`config.mk`:
```
export PLATFORM = sky130hd
export DESIGN_NAME = obstacle_avoid_mode_sequencer
export DESIGN_NICKNAME = d
export VERILOG_FILES = /design/src/oams_pkg.sv /design/src/oams_cfg_regs.sv /design/src/oams_step.sv /design/src/obstacle_avoid_mode_sequencer.sv
export SDC_FILE = /design/constraint.sdc
export NUM_CORES = 1
export LEC_CHECK = 0
export BUFFER_PORTS_ARGS = -buffer_cell sky130_fd_sc_hd__buf_4
export CORE_ASPECT_RATIO = 0.7
export CORE_UTILIZATION = 40
export DETAILED_ROUTE_END_ITERATION = 10
export PLACE_DENSITY = 0.63
export SYNTH_ARGS = -nofsm -noshare
export SYNTH_HDL_FRONTEND = slang
export SYNTH_SLANG_ARGS = --single-unit
```
`constraint.sdc`:
```
create_clock -name clk -period 4.4 [get_ports clk]
set_input_delay 0.22 -clock clk [delete_from_list [all_inputs] [get_ports clk]]
set_output_delay 0.22 -clock clk [all_outputs]
set_load 0.005 [all_outputs]
```
`src/oams_pkg.sv`:
```
package oams_pkg;

    // Drive modes; the codes are also the command codes on the result channel.
    typedef enum logic [1:0] {
        MODE_STOP    = 2'd0,
        MODE_FORWARD = 2'd1,
        MODE_LEFT    = 2'd2,
        MODE_RIGHT   = 2'd3
    } mode_t;

    // Configuration register indexes.
    localparam int CfgIndexW = 3;
    localparam logic [CfgIndexW-1:0] CFG_OBSTACLE_THRESHOLD = 3'd0;
    localparam logic [CfgIndexW-1:0] CFG_CLEAR_THRESHOLD    = 3'd1;
    localparam logic [CfgIndexW-1:0] CFG_STOP_DURATION      = 3'd2;
    localparam logic [CfgIndexW-1:0] CFG_TURN_DURATION      = 3'd3;
    localparam logic [CfgIndexW-1:0] CFG_RANDOM_SEED        = 3'd4;

    // Reset values of the configuration registers.
    localparam logic [15:0] OBSTACLE_THRESHOLD_RST = 16'd480;
    localparam logic [15:0] CLEAR_THRESHOLD_RST    = 16'd640;
    localparam logic [15:0] STOP_DURATION_RST      = 16'd500;
    localparam logic [15:0] TURN_DURATION_RST      = 16'd400;
    localparam logic [31:0] RANDOM_SEED_RST        = 32'd0;

    // Generator value used when the seed is zero, and at reset.
    localparam logic [31:0] SEED_DEFAULT = 32'h6D2B79F5;

    // Current configuration, as seen by the step logic.
    typedef struct packed {
        logic [15:0] obstacle_threshold;
        logic [15:0] clear_threshold;
        logic [15:0] stop_duration;
        logic [15:0] turn_duration;
        logic [31:0] random_seed;
    } cfg_t;

    // Sequencer state carried from one word to the next.
    typedef struct packed {
        mode_t       mode;
        logic        fault;
        logic [31:0] entered_at;
        logic [31:0] generator;
    } seq_state_t;

    // One input word.
    typedef struct packed {
        logic        op;
        logic [31:0] now_ms;
        logic        distance_valid;
        logic [15:0] distance_fixed;
    } item_t;

    // One xorshift step: shifts of 13 left, 17 right and 5 left.
    function automatic logic [31:0] xorshift32(input logic [31:0] v_in);
        logic [31:0] v;
        begin
            v = v_in;
            v = v ^ (v << 13);
            v = v ^ (v >> 17);
            v = v ^ (v << 5);
            return v;
        end
    endfunction

endpackage

```
`src/oams_cfg_regs.sv`:
```
module oams_cfg_regs (
    input  logic                          clk,
    input  logic                          rst_n,
    input  logic                          wr_en,
    input  logic [oams_pkg::CfgIndexW-1:0] wr_index,
    input  logic [31:0]                   wr_data,
    output oams_pkg::cfg_t                cfg
);

    logic [15:0] obstacle_threshold_reg;
    logic [15:0] clear_threshold_reg;
    logic [15:0] stop_duration_reg;
    logic [15:0] turn_duration_reg;
    logic [31:0] random_seed_reg;

    // Register writes; indexes beyond the list are ignored.
    always_ff @(posedge clk or negedge rst_n)
    begin
        if (!rst_n)
        begin
            obstacle_threshold_reg <= oams_pkg::OBSTACLE_THRESHOLD_RST;
            clear_threshold_reg    <= oams_pkg::CLEAR_THRESHOLD_RST;
            stop_duration_reg      <= oams_pkg::STOP_DURATION_RST;
            turn_duration_reg      <= oams_pkg::TURN_DURATION_RST;
            random_seed_reg        <= oams_pkg::RANDOM_SEED_RST;
        end
        else if (wr_en)
        begin
            case (wr_index)
                oams_pkg::CFG_OBSTACLE_THRESHOLD: obstacle_threshold_reg <= wr_data[15:0];
                oams_pkg::CFG_CLEAR_THRESHOLD:    clear_threshold_reg    <= wr_data[15:0];
                oams_pkg::CFG_STOP_DURATION:      stop_duration_reg      <= wr_data[15:0];
                oams_pkg::CFG_TURN_DURATION:      turn_duration_reg      <= wr_data[15:0];
                oams_pkg::CFG_RANDOM_SEED:        random_seed_reg        <= wr_data;
                default: ;
            endcase
        end
    end

    assign cfg.obstacle_threshold = obstacle_threshold_reg;
    assign cfg.clear_threshold    = clear_threshold_reg;
    assign cfg.stop_duration      = stop_duration_reg;
    assign cfg.turn_duration      = turn_duration_reg;
    assign cfg.random_seed        = random_seed_reg;

endmodule

```
`src/oams_step.sv`:
```
module oams_step (
    input  oams_pkg::item_t      item,
    input  oams_pkg::cfg_t       cfg,
    input  oams_pkg::seq_state_t cur,
    output oams_pkg::seq_state_t nxt,
    output oams_pkg::mode_t      cmd
);

    logic [31:0] elapsed;
    logic [31:0] gen_stepped;
    logic        is_clear;
    logic        is_blocked;
    logic        stop_done;
    logic        turn_done;

    // Elapsed time wraps with the millisecond counter.
    assign elapsed     = item.now_ms - cur.entered_at;
    assign gen_stepped = oams_pkg::xorshift32(cur.generator);
    assign is_clear    = item.distance_fixed >= cfg.clear_threshold;
    assign is_blocked  = item.distance_fixed < cfg.obstacle_threshold;
    assign stop_done   = elapsed >= {16'd0, cfg.stop_duration};
    assign turn_done   = elapsed >= {16'd0, cfg.turn_duration};

    // Mode transitions for one word.
    always_comb
    begin
        nxt = cur;
        cmd = oams_pkg::MODE_STOP;
        if (item.op)
        begin
            // Restart reloads the generator and holds a fault stop.
            nxt.generator  = (cfg.random_seed == 32'd0) ? oams_pkg::SEED_DEFAULT
                                                        : cfg.random_seed;
            nxt.fault      = 1'b1;
            nxt.mode       = oams_pkg::MODE_STOP;
            nxt.entered_at = item.now_ms;
        end
        else if (!item.distance_valid)
        begin
            // A bad reading stops the car; an existing fault stop keeps its start time.
            if (!cur.fault || cur.mode != oams_pkg::MODE_STOP)
            begin
                nxt.mode       = oams_pkg::MODE_STOP;
                nxt.entered_at = item.now_ms;
            end
            nxt.fault = 1'b1;
        end
        else
        begin
            case (cur.mode)
                oams_pkg::MODE_FORWARD:
                begin
                    if (is_blocked)
                    begin
                        nxt.mode       = oams_pkg::MODE_STOP;
                        nxt.entered_at = item.now_ms;
                        nxt.fault      = 1'b0;
                        cmd            = oams_pkg::MODE_STOP;
                    end
                    else
                    begin
                        cmd = oams_pkg::MODE_FORWARD;
                    end
                end
                oams_pkg::MODE_STOP:
                begin
                    if (cur.fault)
                    begin
                        // First good reading after a fault.
                        nxt.fault      = 1'b0;
                        nxt.entered_at = item.now_ms;
                        if (is_clear)
                        begin
                            nxt.mode = oams_pkg::MODE_FORWARD;
                            cmd      = oams_pkg::MODE_FORWARD;
                        end
                        else
                        begin
                            nxt.mode = oams_pkg::MODE_STOP;
                            cmd      = oams_pkg::MODE_STOP;
                        end
                    end
                    else if (stop_done)
                    begin
                        // The generator's low bit picks the turn side.
                        nxt.generator  = gen_stepped;
                        nxt.entered_at = item.now_ms;
                        if (gen_stepped[0])
                        begin
                            nxt.mode = oams_pkg::MODE_RIGHT;
                            cmd      = oams_pkg::MODE_RIGHT;
                        end
                        else
                        begin
                            nxt.mode = oams_pkg::MODE_LEFT;
                            cmd      = oams_pkg::MODE_LEFT;
                        end
                    end
                    else
                    begin
                        cmd = oams_pkg::MODE_STOP;
                    end
                end
                default:
                begin
                    // Turning left or right.
                    if (turn_done)
                    begin
                        nxt.entered_at = item.now_ms;
                        if (!is_clear)
                        begin
                            nxt.mode  = oams_pkg::MODE_STOP;
                            nxt.fault = 1'b0;
                            cmd       = oams_pkg::MODE_STOP;
                        end
                        else
                        begin
                            nxt.mode = oams_pkg::MODE_FORWARD;
                            cmd      = oams_pkg::MODE_FORWARD;
                        end
                    end
                    else
                    begin
                        cmd = cur.mode;
                    end
                end
            endcase
        end
    end

endmodule

```
`src/obstacle_avoid_mode_sequencer.sv`:
```
// Channel   Handshake                    Payload
// item      item_valid / item_stall      op, now_ms, distance_valid, distance_fixed
// result    result_valid / result_stall  command, fault_hold
// cfg       cfg_valid / cfg_ready        cfg_index, cfg_data
//
// A word passes through an input register and the step logic into the result
// register.
// One word is accepted per cycle while item_stall is low; the mode state updates as the result loads.
// Reset puts the car in a fault stop with the default generator and thresholds.
// A stalled result holds the pipeline; the input register keeps the next word
// and item_stall rises only while both registers are full.
module obstacle_avoid_mode_sequencer (
    input  logic                           clk,
    input  logic                           rst_n,
    input  logic                           item_valid,
    output logic                           item_stall,
    input  logic                           op,
    input  logic [31:0]                    now_ms,
    input  logic                           distance_valid,
    input  logic [15:0]                    distance_fixed,
    output logic                           result_valid,
    input  logic                           result_stall,
    output logic [1:0]                     command,
    output logic                           fault_hold,
    input  logic                           cfg_valid,
    output logic                           cfg_ready,
    input  logic [oams_pkg::CfgIndexW-1:0] cfg_index,
    input  logic [31:0]                    cfg_data
);

    oams_pkg::cfg_t       cfg;
    oams_pkg::item_t      in_reg;
    oams_pkg::seq_state_t state_reg;
    oams_pkg::seq_state_t state_next;
    oams_pkg::mode_t      cmd_next;
    logic                 in_valid_reg;
    logic                 result_valid_reg;
    logic [1:0]           command_reg;
    logic                 fault_hold_reg;
    logic                 result_free;
    logic                 result_load;
    logic                 in_load;

    // Configuration is always accepted.
    assign cfg_ready = 1'b1;

    oams_cfg_regs u_cfg_regs (
        .clk      (clk),
        .rst_n    (rst_n),
        .wr_en    (cfg_valid && cfg_ready),
        .wr_index (cfg_index),
        .wr_data  (cfg_data),
        .cfg      (cfg)
    );

    // Pipeline flow control.
    assign result_free = !result_valid_reg || !result_stall;
    assign result_load = in_valid_reg && result_free;
    assign item_stall  = in_valid_reg && !result_free;
    assign in_load     = item_valid && !item_stall;

    // Input register valid and result valid.
    always_ff @(posedge clk or negedge rst_n)
    begin
        if (!rst_n)
        begin
            in_valid_reg     <= 1'b0;
            result_valid_reg <= 1'b0;
        end
        else
        begin
            if (in_load)
            begin
                in_valid_reg <= 1'b1;
            end
            else if (result_load)
            begin
                in_valid_reg <= 1'b0;
            end
            if (result_free)
            begin
                result_valid_reg <= in_valid_reg;
            end
        end
    end

    // Input word payload.
    always_ff @(posedge clk)
    begin
        if (in_load)
        begin
            in_reg.op             <= op;
            in_reg.now_ms         <= now_ms;
            in_reg.distance_valid <= distance_valid;
            in_reg.distance_fixed <= distance_fixed;
        end
    end

    oams_step u_step (
        .item (in_reg),
        .cfg  (cfg),
        .cur  (state_reg),
        .nxt  (state_next),
        .cmd  (cmd_next)
    );

    // Sequencer state advances as each result is loaded.
    always_ff @(posedge clk or negedge rst_n)
    begin
        if (!rst_n)
        begin
            state_reg.mode       <= oams_pkg::MODE_STOP;
            state_reg.fault      <= 1'b1;
            state_reg.entered_at <= 32'd0;
            state_reg.generator  <= oams_pkg::SEED_DEFAULT;
        end
        else if (result_load)
        begin
            state_reg <= state_next;
        end
    end

    // Result word payload.
    always_ff @(posedge clk)
    begin
        if (result_load)
        begin
            command_reg    <= cmd_next;
            fault_hold_reg <= state_next.fault;
        end
    end

    assign result_valid = result_valid_reg;
    assign command      = command_reg;
    assign fault_hold   = fault_hold_reg;

    // A fault always goes with the stop mode.
    assert property (@(posedge clk) disable iff (!rst_n)
        state_reg.fault |-> (state_reg.mode == oams_pkg::MODE_STOP))
        else $error("fault flag set outside stop mode");

    // The xorshift generator must never reach the all-zero lock-up value.
    assert property (@(posedge clk) disable iff (!rst_n)
        state_reg.generator != 32'd0)
        else $error("generator reached zero");

    // A restart word yields a fault stop.
    assert property (@(posedge clk) disable iff (!rst_n)
        (result_load && in_reg.op) |=>
            (fault_hold && command == oams_pkg::MODE_STOP))
        else $error("restart did not give a fault stop");

    // The input side stalls only while a word is held in the input register.
    assert property (@(posedge clk) disable iff (!rst_n)
        item_stall |-> (in_valid_reg && result_valid_reg && result_stall))
        else $error("input stalled without a held word");

endmodule
```
==> results.json, run 1 <==
{
  "hold_viol_final": 0,
  "placementRows": 54,
  "wire_length_of_the_first_global_routing_pass_mm": 51.8,
  "final.setup.worst_slack_ps": -132,
  "cpLargestDelayFamily": "compound AO/OA/AOI/OAI gates",
  "rsz0062_at_grt": "true",
  "syn_inst": 1233,
  "worst_clock_skew_ps": 15.4,
  "globalRoute.totalOverflow": 0,
  "grt.total_usage": 0.194,
  "die_height_um": 152,
  "grt_start_max_net_pins": 91,
  "numClockSinks": 218,
  "drt_drc_violations_left": 0,
  "syn_to_final_growth_pct": 27.9,
  "post_synthesis_adder_cell_area_fraction": 0.0929,
  "drt_pre_antenna_iters": 5,
  "place_congestion": 0.873,
  "critical_path.slowest_cell": "sky130_fd_sc_hd__edfxtp_1",
  "port_buffers": 94,
  "flip_flop_cell_with_the_highest_count_after_synthesis": "sky130_fd_sc_hd__dfrtp_1",
  "critPathRequiredTime_ps": 4820,
  "ant_nets": 0,
  "start_kind": "flop",
  "post_synth_main_area_contributors": "sky130_fd_sc_hd__dfrtp_1, sky130_fd_sc_hd__edfxtp_1, sky130_fd_sc_hd__ha_1",
  "drt-total-wl_mm": 32.4,
  "hpwl_mm": 22.3,
  "clkTransAtPathRegs_ps": 60,
  "critPathCaptureType": "flop",
  "sequential_share_of_the_synthesized_area": 0.448,
  "slew_violations": 0,
  "max_slew_margin": 0.141,
  "yosys-mux-area-fraction": 0.0958,
  "power_density_nw_per_um2": 580,
  "synthDistinctLibCells": 78,
  "synth_top_cell_area_share": 0.251,
  "run_status": "complete, but fails checks",
  "violations": "setup timing",
  "combinational_family_with_the_most_area_after_synthesis": "compound AO/OA/AOI/OAI gates",
  "synth-edff-count": 53,
  "first_global_vias": 9676,
  "hold_class": "input pin to flop",
  "synthesis.yosys.warnings": 0,
  "largest_register_ffs": 67,
  "detail_routed_via_count_per_cell": 5.26,
  "wl_per_cell_um": 17.2,
  "num-nets-final": 1630,
  "longest_individual_stage_delay_on_the_worst_path_ps": 350,
  "cts_inserted_buffers": 23,
  "critical_path_buf_inv_count": 4,
  "drv_cap": 0,
  "synthArstFlopShare": 0.757,
  "critical_path_peak_fanout": 6,
  "initial_utilization": 0.410,
  "cts-htree-levels": 1,
  "postSynthRegisterBits": 218,
  "worst-setup-path-type": "flop to flop",
  "timing.critical_path.arrival_ps": 4960,
  "final_layout_size_suffix_gt1_frac": 0.265,
  "power_mw": 9.56,
  "mappedNetlistArea_um2": 12900,
  "first_iter_violations": 731,
  "clock-root-buffer": "sky130_fd_sc_hd__clkbuf_16",
  "yosys.area_share.xor_xnor": 0.0551,
  "cts_tree": "yes",
  "core-area_um2": 31400,
  "cts_buffer_depth": 3,
  "floorplan.die.width_um": 216,
  "mostFrequentLayoutCells": "sky130_fd_sc_hd__buf_4, sky130_fd_sc_hd__dfrtp_1, sky130_fd_sc_hd__inv_1, sky130_fd_sc_hd__nand2_1, sky130_fd_sc_hd__ha_1",
  "peak_freq_mhz": 221,
  "setup_viol_count_final": 46,
  "setup_slack_after_placement_ps": -250,
  "layout_min_cycle_time_ps": 4530,
  "synth.avg_cell_area_um2": 10.4,
  "design.die.area_um2": 32900,
  "post_synth_and_or_nand_nor_area_fraction": 0.113,
  "clk-insertion-delay-late_ps": 550,
  "pleak_nw": 7.24,
  "mostFrequentLayoutCell": "sky130_fd_sc_hd__buf_4",
  "area_fraction_in_compound_gates_after_synthesis": 0.141,
  "antennaDiodeCount": 0,
  "worst_pin_slew_ps": 1280,
  "num_ports": 96,
  "synth_net_count": 1418,
  "antenna_found_initial": 0,
  "vdd.ir_drop.worst_uv": 248,
  "post-route-period-util": 1.03,
  "post-synth-top-area-cell": "sky130_fd_sc_hd__dfrtp_1",
  "via_count": 9900
}
==> worst reg2reg max path, delay by kind of cell (launching register included) <==
family | cells | cell delay, ps
AOI/OAI and AO/OA | 11 | 1620
muxes | 1 | 310
xor gates and xnor gates | 1 | 200
adders and majority gates | 3 | 730
buffers and inverters | 4 | 480
DFF | 1 | 350
and+or+nand+nor | 6 | 730
==> per-layer routing <==
layer | vias up | global-route usage | wire length (µm)
li1 | 4824 | - | -
met1 | 4810 | 0.299 | 16800
met2 | 217 | 0.286 | 13600
met3 | 49 | 0.0279 | 1340
met4 | 0 | 0.0416 | 662
met5 | - | 0 | 0
==> layout make-up <==
| type | count | area, µm² |
|---|---|---|
| sequential | 218 | 5770 |
| clock inverter | 14 | 190 |
| inverter | 113 | 424 |
| tap | 420 | 526 |
| timing repair buffer | 239 | 2210 |
| multi-input combinational | 850 | 6740 |
| clock buffer | 28 | 614 |
| fill | 2816 | 14900 |
==> kinds of logic after synthesis <==
family / Yosys count
adders and majority gates: 95
xor gates and xnor gates: 81
and+or+nand+nor: 283
buffers and inverters: 165
other: 1
AOI/OAI and AO/OA: 289
muxes: 101
DFF: 218
==> cell usage after synthesis (7+ instances only) <==
master and instances:
sky130_fd_sc_hd__nand2_1 103, sky130_fd_sc_hd__o31ai_1 12, sky130_fd_sc_hd__xor2_1 28, sky130_fd_sc_hd__nor4_1 11, sky130_fd_sc_hd__dfstp_2 36, sky130_fd_sc_hd__ha_1 94
sky130_fd_sc_hd__nor2b_1 8, sky130_fd_sc_hd__nand2b_1 11, sky130_fd_sc_hd__o21a_1 9, sky130_fd_sc_hd__a211oi_1 10, sky130_fd_sc_hd__nor3_1 12, sky130_fd_sc_hd__a21oi_1 66
sky130_fd_sc_hd__nand4_1 22, sky130_fd_sc_hd__a31oi_1 18, sky130_fd_sc_hd__a21o_1 31, sky130_fd_sc_hd__clkbuf_1 33, sky130_fd_sc_hd__nor2_1 50, sky130_fd_sc_hd__xnor2_1 53
sky130_fd_sc_hd__edfxtp_1 53, sky130_fd_sc_hd__o21ai_1 7, sky130_fd_sc_hd__nand3_1 12, sky130_fd_sc_hd__mux2i_1 7, sky130_fd_sc_hd__buf_2 11, sky130_fd_sc_hd__mux2_2 59
sky130_fd_sc_hd__inv_1 112, sky130_fd_sc_hd__or4_1 10, sky130_fd_sc_hd__dfrtp_1 129, sky130_fd_sc_hd__mux2_1 7, sky130_fd_sc_hd__o22ai_1 22, sky130_fd_sc_hd__mux2_4 28
sky130_fd_sc_hd__and2_1 8, sky130_fd_sc_hd__o211ai_1 8, sky130_fd_sc_hd__o21ai_0 70
==> through the flow <==
step	instances	area (µm²)	hold slack [ps]	util	setup TNS (ps)
2_1_floorplan	1233	12900	-75.6	-	0
3_3_place_gp	1728	14200	371	0.451	-4110
6_report	1882	16500	218	0.524	-3880
4_1_cts	1875	16100	192	0.513	-2680
3_5_place_dp	1728	14200	368	0.451	-7730
5_1_grt	1882	16500	240	0.524	-18610
==> worst paths after layout <==
kind / startpoint / endpoint / slack (ps) / depth (start not counted)
setup / recovery: in_reg[17] / state_reg[58] / -130 / 26
hold / removal: cfg_index[0] / u_cfg_regs.stop_duration_reg[8] / 220 / 5
setup reg to reg: in_reg[17] / state_reg[58] / -130 / 26
hold reg to reg: state_reg[21] / state_reg[21] / 480 / 2
max in group asynchronous: rst_n / state_reg[29] / 2940 / 3
min in group asynchronous: rst_n / u_cfg_regs.obstacle_threshold_reg[9] / 300 / 2
==> repair_timing <==
item                                    4_1_cts  5_1_grt
gates resized for setup                      20       55
gates cloned                                  2        6
endpoints found under the setup margin       51       68
pin swaps                                    20       32
hold buffers                                 86        0
buffers inserted                             17        5
endpoints found under the hold margin       217        0
==> power by group <==
part,internal (mW),switching [mW]
registers,2.62,0.383
clock network,1.24,0.861
logic,2.15,2.31
total,6.01,3.55
Note: power is estimated with default switching activity, not from simulation.
==> run 2, diff against run 1 <==
- PLACE_DENSITY: 0.63 -> 0.61
- clock period: 4.4 -> 4.7 ns (I/O delays scaled with it)
==> results.json, run 2 (synthesized netlist as in run 1, its figures left out) <==
{
  "globalRoute.totalOverflow": 0,
  "syn_to_final_growth_pct": 24.1,
  "num-nets-final": 1614,
  "final_layout_size_suffix_gt1_frac": 0.236,
  "hold_viol_final": 0,
  "core-area_um2": 31400,
  "ant_nets": 0,
  "power_density_nw_per_um2": 535,
  "num_ports": 96,
  "initial_utilization": 0.410,
  "design.die.area_um2": 32900,
  "post-route-period-util": 0.998,
  "start_kind": "flop",
  "met3_length_mm": 1.47,
  "antenna_found_initial": 0,
  "fin_area_um2": 16000,
  "timing.critical_path.arrival_ps": 5110,
  "drv_cap": 0,
  "mostFrequentLayoutCell": "sky130_fd_sc_hd__dfrtp_1",
  "final.setup.worst_slack_ps": 9.71,
  "drt_pre_antenna_iters": 5,
  "cts_buffer_depth": 3,
  "slew_violations": 0,
  "clock-root-buffer": "sky130_fd_sc_hd__clkbuf_16",
  "setup_slack_after_placement_ps": -280,
  "rsz0062_at_grt": "true",
  "vdd.ir_drop.worst_uv": 325,
  "max_slew_margin": 0.201,
  "worst-setup-path-type": "flop to flop",
  "first_global_vias": 9587,
  "detail_routed_via_count_per_cell": 5.20,
  "setup_viol_count_final": 0,
  "run_status": "completed",
  "cts-htree-levels": 1,
  "fill_cells": 2833,
  "place_congestion": 0.869,
  "dpl-instance-area_um2": 14000,
  "finalSetupTns_ps": 0,
  "clk-insertion-delay-late_ps": 550,
  "m1WireLength_mm": 16.6,
  "mostFrequentLayoutCells": "sky130_fd_sc_hd__dfrtp_1, sky130_fd_sc_hd__buf_4, sky130_fd_sc_hd__inv_1, sky130_fd_sc_hd__nand2_1, sky130_fd_sc_hd__ha_1",
  "floorplan.die.width_um": 216,
  "numClockSinks": 218,
  "clkTransAtPathRegs_ps": 70,
  "grt.total_usage": 0.192,
  "critical_path_peak_fanout": 5,
  "wl_met2_mm": 13.2,
  "wire_length_of_the_first_global_routing_pass_mm": 51.1,
  "critical_path.slowest_cell": "sky130_fd_sc_hd__edfxtp_1",
  "placementRows": 54,
  "worst_clock_skew_ps": 26.3,
  "first_iter_violations": 611,
  "die_height_um": 152,
  "top_signal_layer_used": "met4",
  "hold_class": "input pin to flop",
  "path_common_cell": "sky130_fd_sc_hd__a21oi_2",
  "layout_min_cycle_time_ps": 4690,
  "antennaDiodeCount": 0,
  "drt-total-wl_mm": 31.7,
  "cts_inserted_buffers": 23,
  "port_buffers": 94,
  "pleak_nw": 7.00,
  "critPathCaptureType": "flop",
  "critPathRequiredTime_ps": 5120,
  "via_count": 9700,
  "longest_individual_stage_delay_on_the_worst_path_ps": 360,
  "largest_register_ffs": 67,
  "peak_freq_mhz": 213,
  "hpwl_mm": 22.2,
  "worst_pin_slew_ps": 1190,
  "grt_start_max_net_pins": 84,
  "drt_drc_violations_left": 0,
  "wl_per_cell_um": 17.0,
  "cts_tree": "yes"
}
run 2: cell count changes in the layout (fill, tap and decap cells not counted), moves of 5 or more:
| cell | before | now |
|---|---|---|
| sky130_fd_sc_hd__buf_4 | 132 | 127 |
| sky130_fd_sc_hd__buf_6 | 9 | 2 |
| sky130_fd_sc_hd__mux2_4 | 42 | 30 |
| sky130_fd_sc_hd__mux2_2 | 52 | 59 |
| sky130_fd_sc_hd__mux2_1 | 0 | 5 |
run 2: layout make-up:
type                    count  area [µm²]  share of cell area
multi-input cells         850        6540               0.409
well taps                 420         526              0.0329
flip-flops and latches    218        5770               0.361
inverters                 113         424              0.0265
clock buffers              29         628              0.0393
clock inverters            13         114             0.00712
repair buffers            223        2000               0.125
run 2: worst max-delay path, delay by kind of cell, from the launching register on:
family                     cells  cell delay (ps)
adders and majority gates      3              740
AOI/OAI and AO/OA             12             1750
DFF                            1              360
muxes                          1              300
and+or+nand+nor                6              720
buffers and inverters          5              570
xor gates and xnor gates       1              140
run 2: where the power goes:
| part | switching [mW] | leakage, nW | internal (mW) |
|---|---|---|---|
| Combinational | 2.04 | 4.20 | 1.89 |
| Clock | 0.813 | 0.362 | 1.01 |
| Sequential | 0.350 | 2.44 | 2.45 |
run 2: layer usage:
layer  track usage  up-vias
met5             0        -
met3        0.0329       38
li1              -     4791
met1         0.292     4680
met2         0.285      191
met4        0.0379        0
run 2: worst paths after layout:
kind                               startpoint                              endpoint  slack, ps  cells past startpoint
max in group asynchronous               rst_n                         state_reg[55]       3260                      3
worst min-delay path             cfg_index[1]  u_cfg_regs.obstacle_threshold_reg[8]        220                      5
worst min register to register  state_reg[21]                         state_reg[21]        480                      2
worst max register to register     in_reg[17]                         state_reg[39]         10                     28
worst max-delay path               in_reg[17]                         state_reg[39]         10                     28
min in group asynchronous               rst_n     u_cfg_regs.clear_threshold_reg[8]        310                      2
run 2: through the flow:
step | hold WS (ps) | utilization | total power [mW] | std cells
2_1_floorplan | -60.6 | - | 5.55 | 1233
3_3_place_gp | 354 | 0.447 | 6.34 | 1716
3_5_place_dp | 348 | 0.447 | 6.45 | 1716
4_1_cts | 210 | 0.504 | 8.50 | 1855
5_1_grt | 264 | 0.509 | 9.17 | 1866
6_report | 223 | 0.509 | 8.55 | 1866
run 2: repair_timing:
| item | in CTS | in global routing |
|---|---|---|
| resized for setup | 15 | 15 |
| hold buffers | 86 | 0 |
| endpoints found under the setup margin | 50 | 59 |
| pin swaps | 11 | 18 |
| buffers inserted | 9 | 12 |
| gates cloned | 2 | 1 |
| hold endpoints to repair | 215 | 0 |
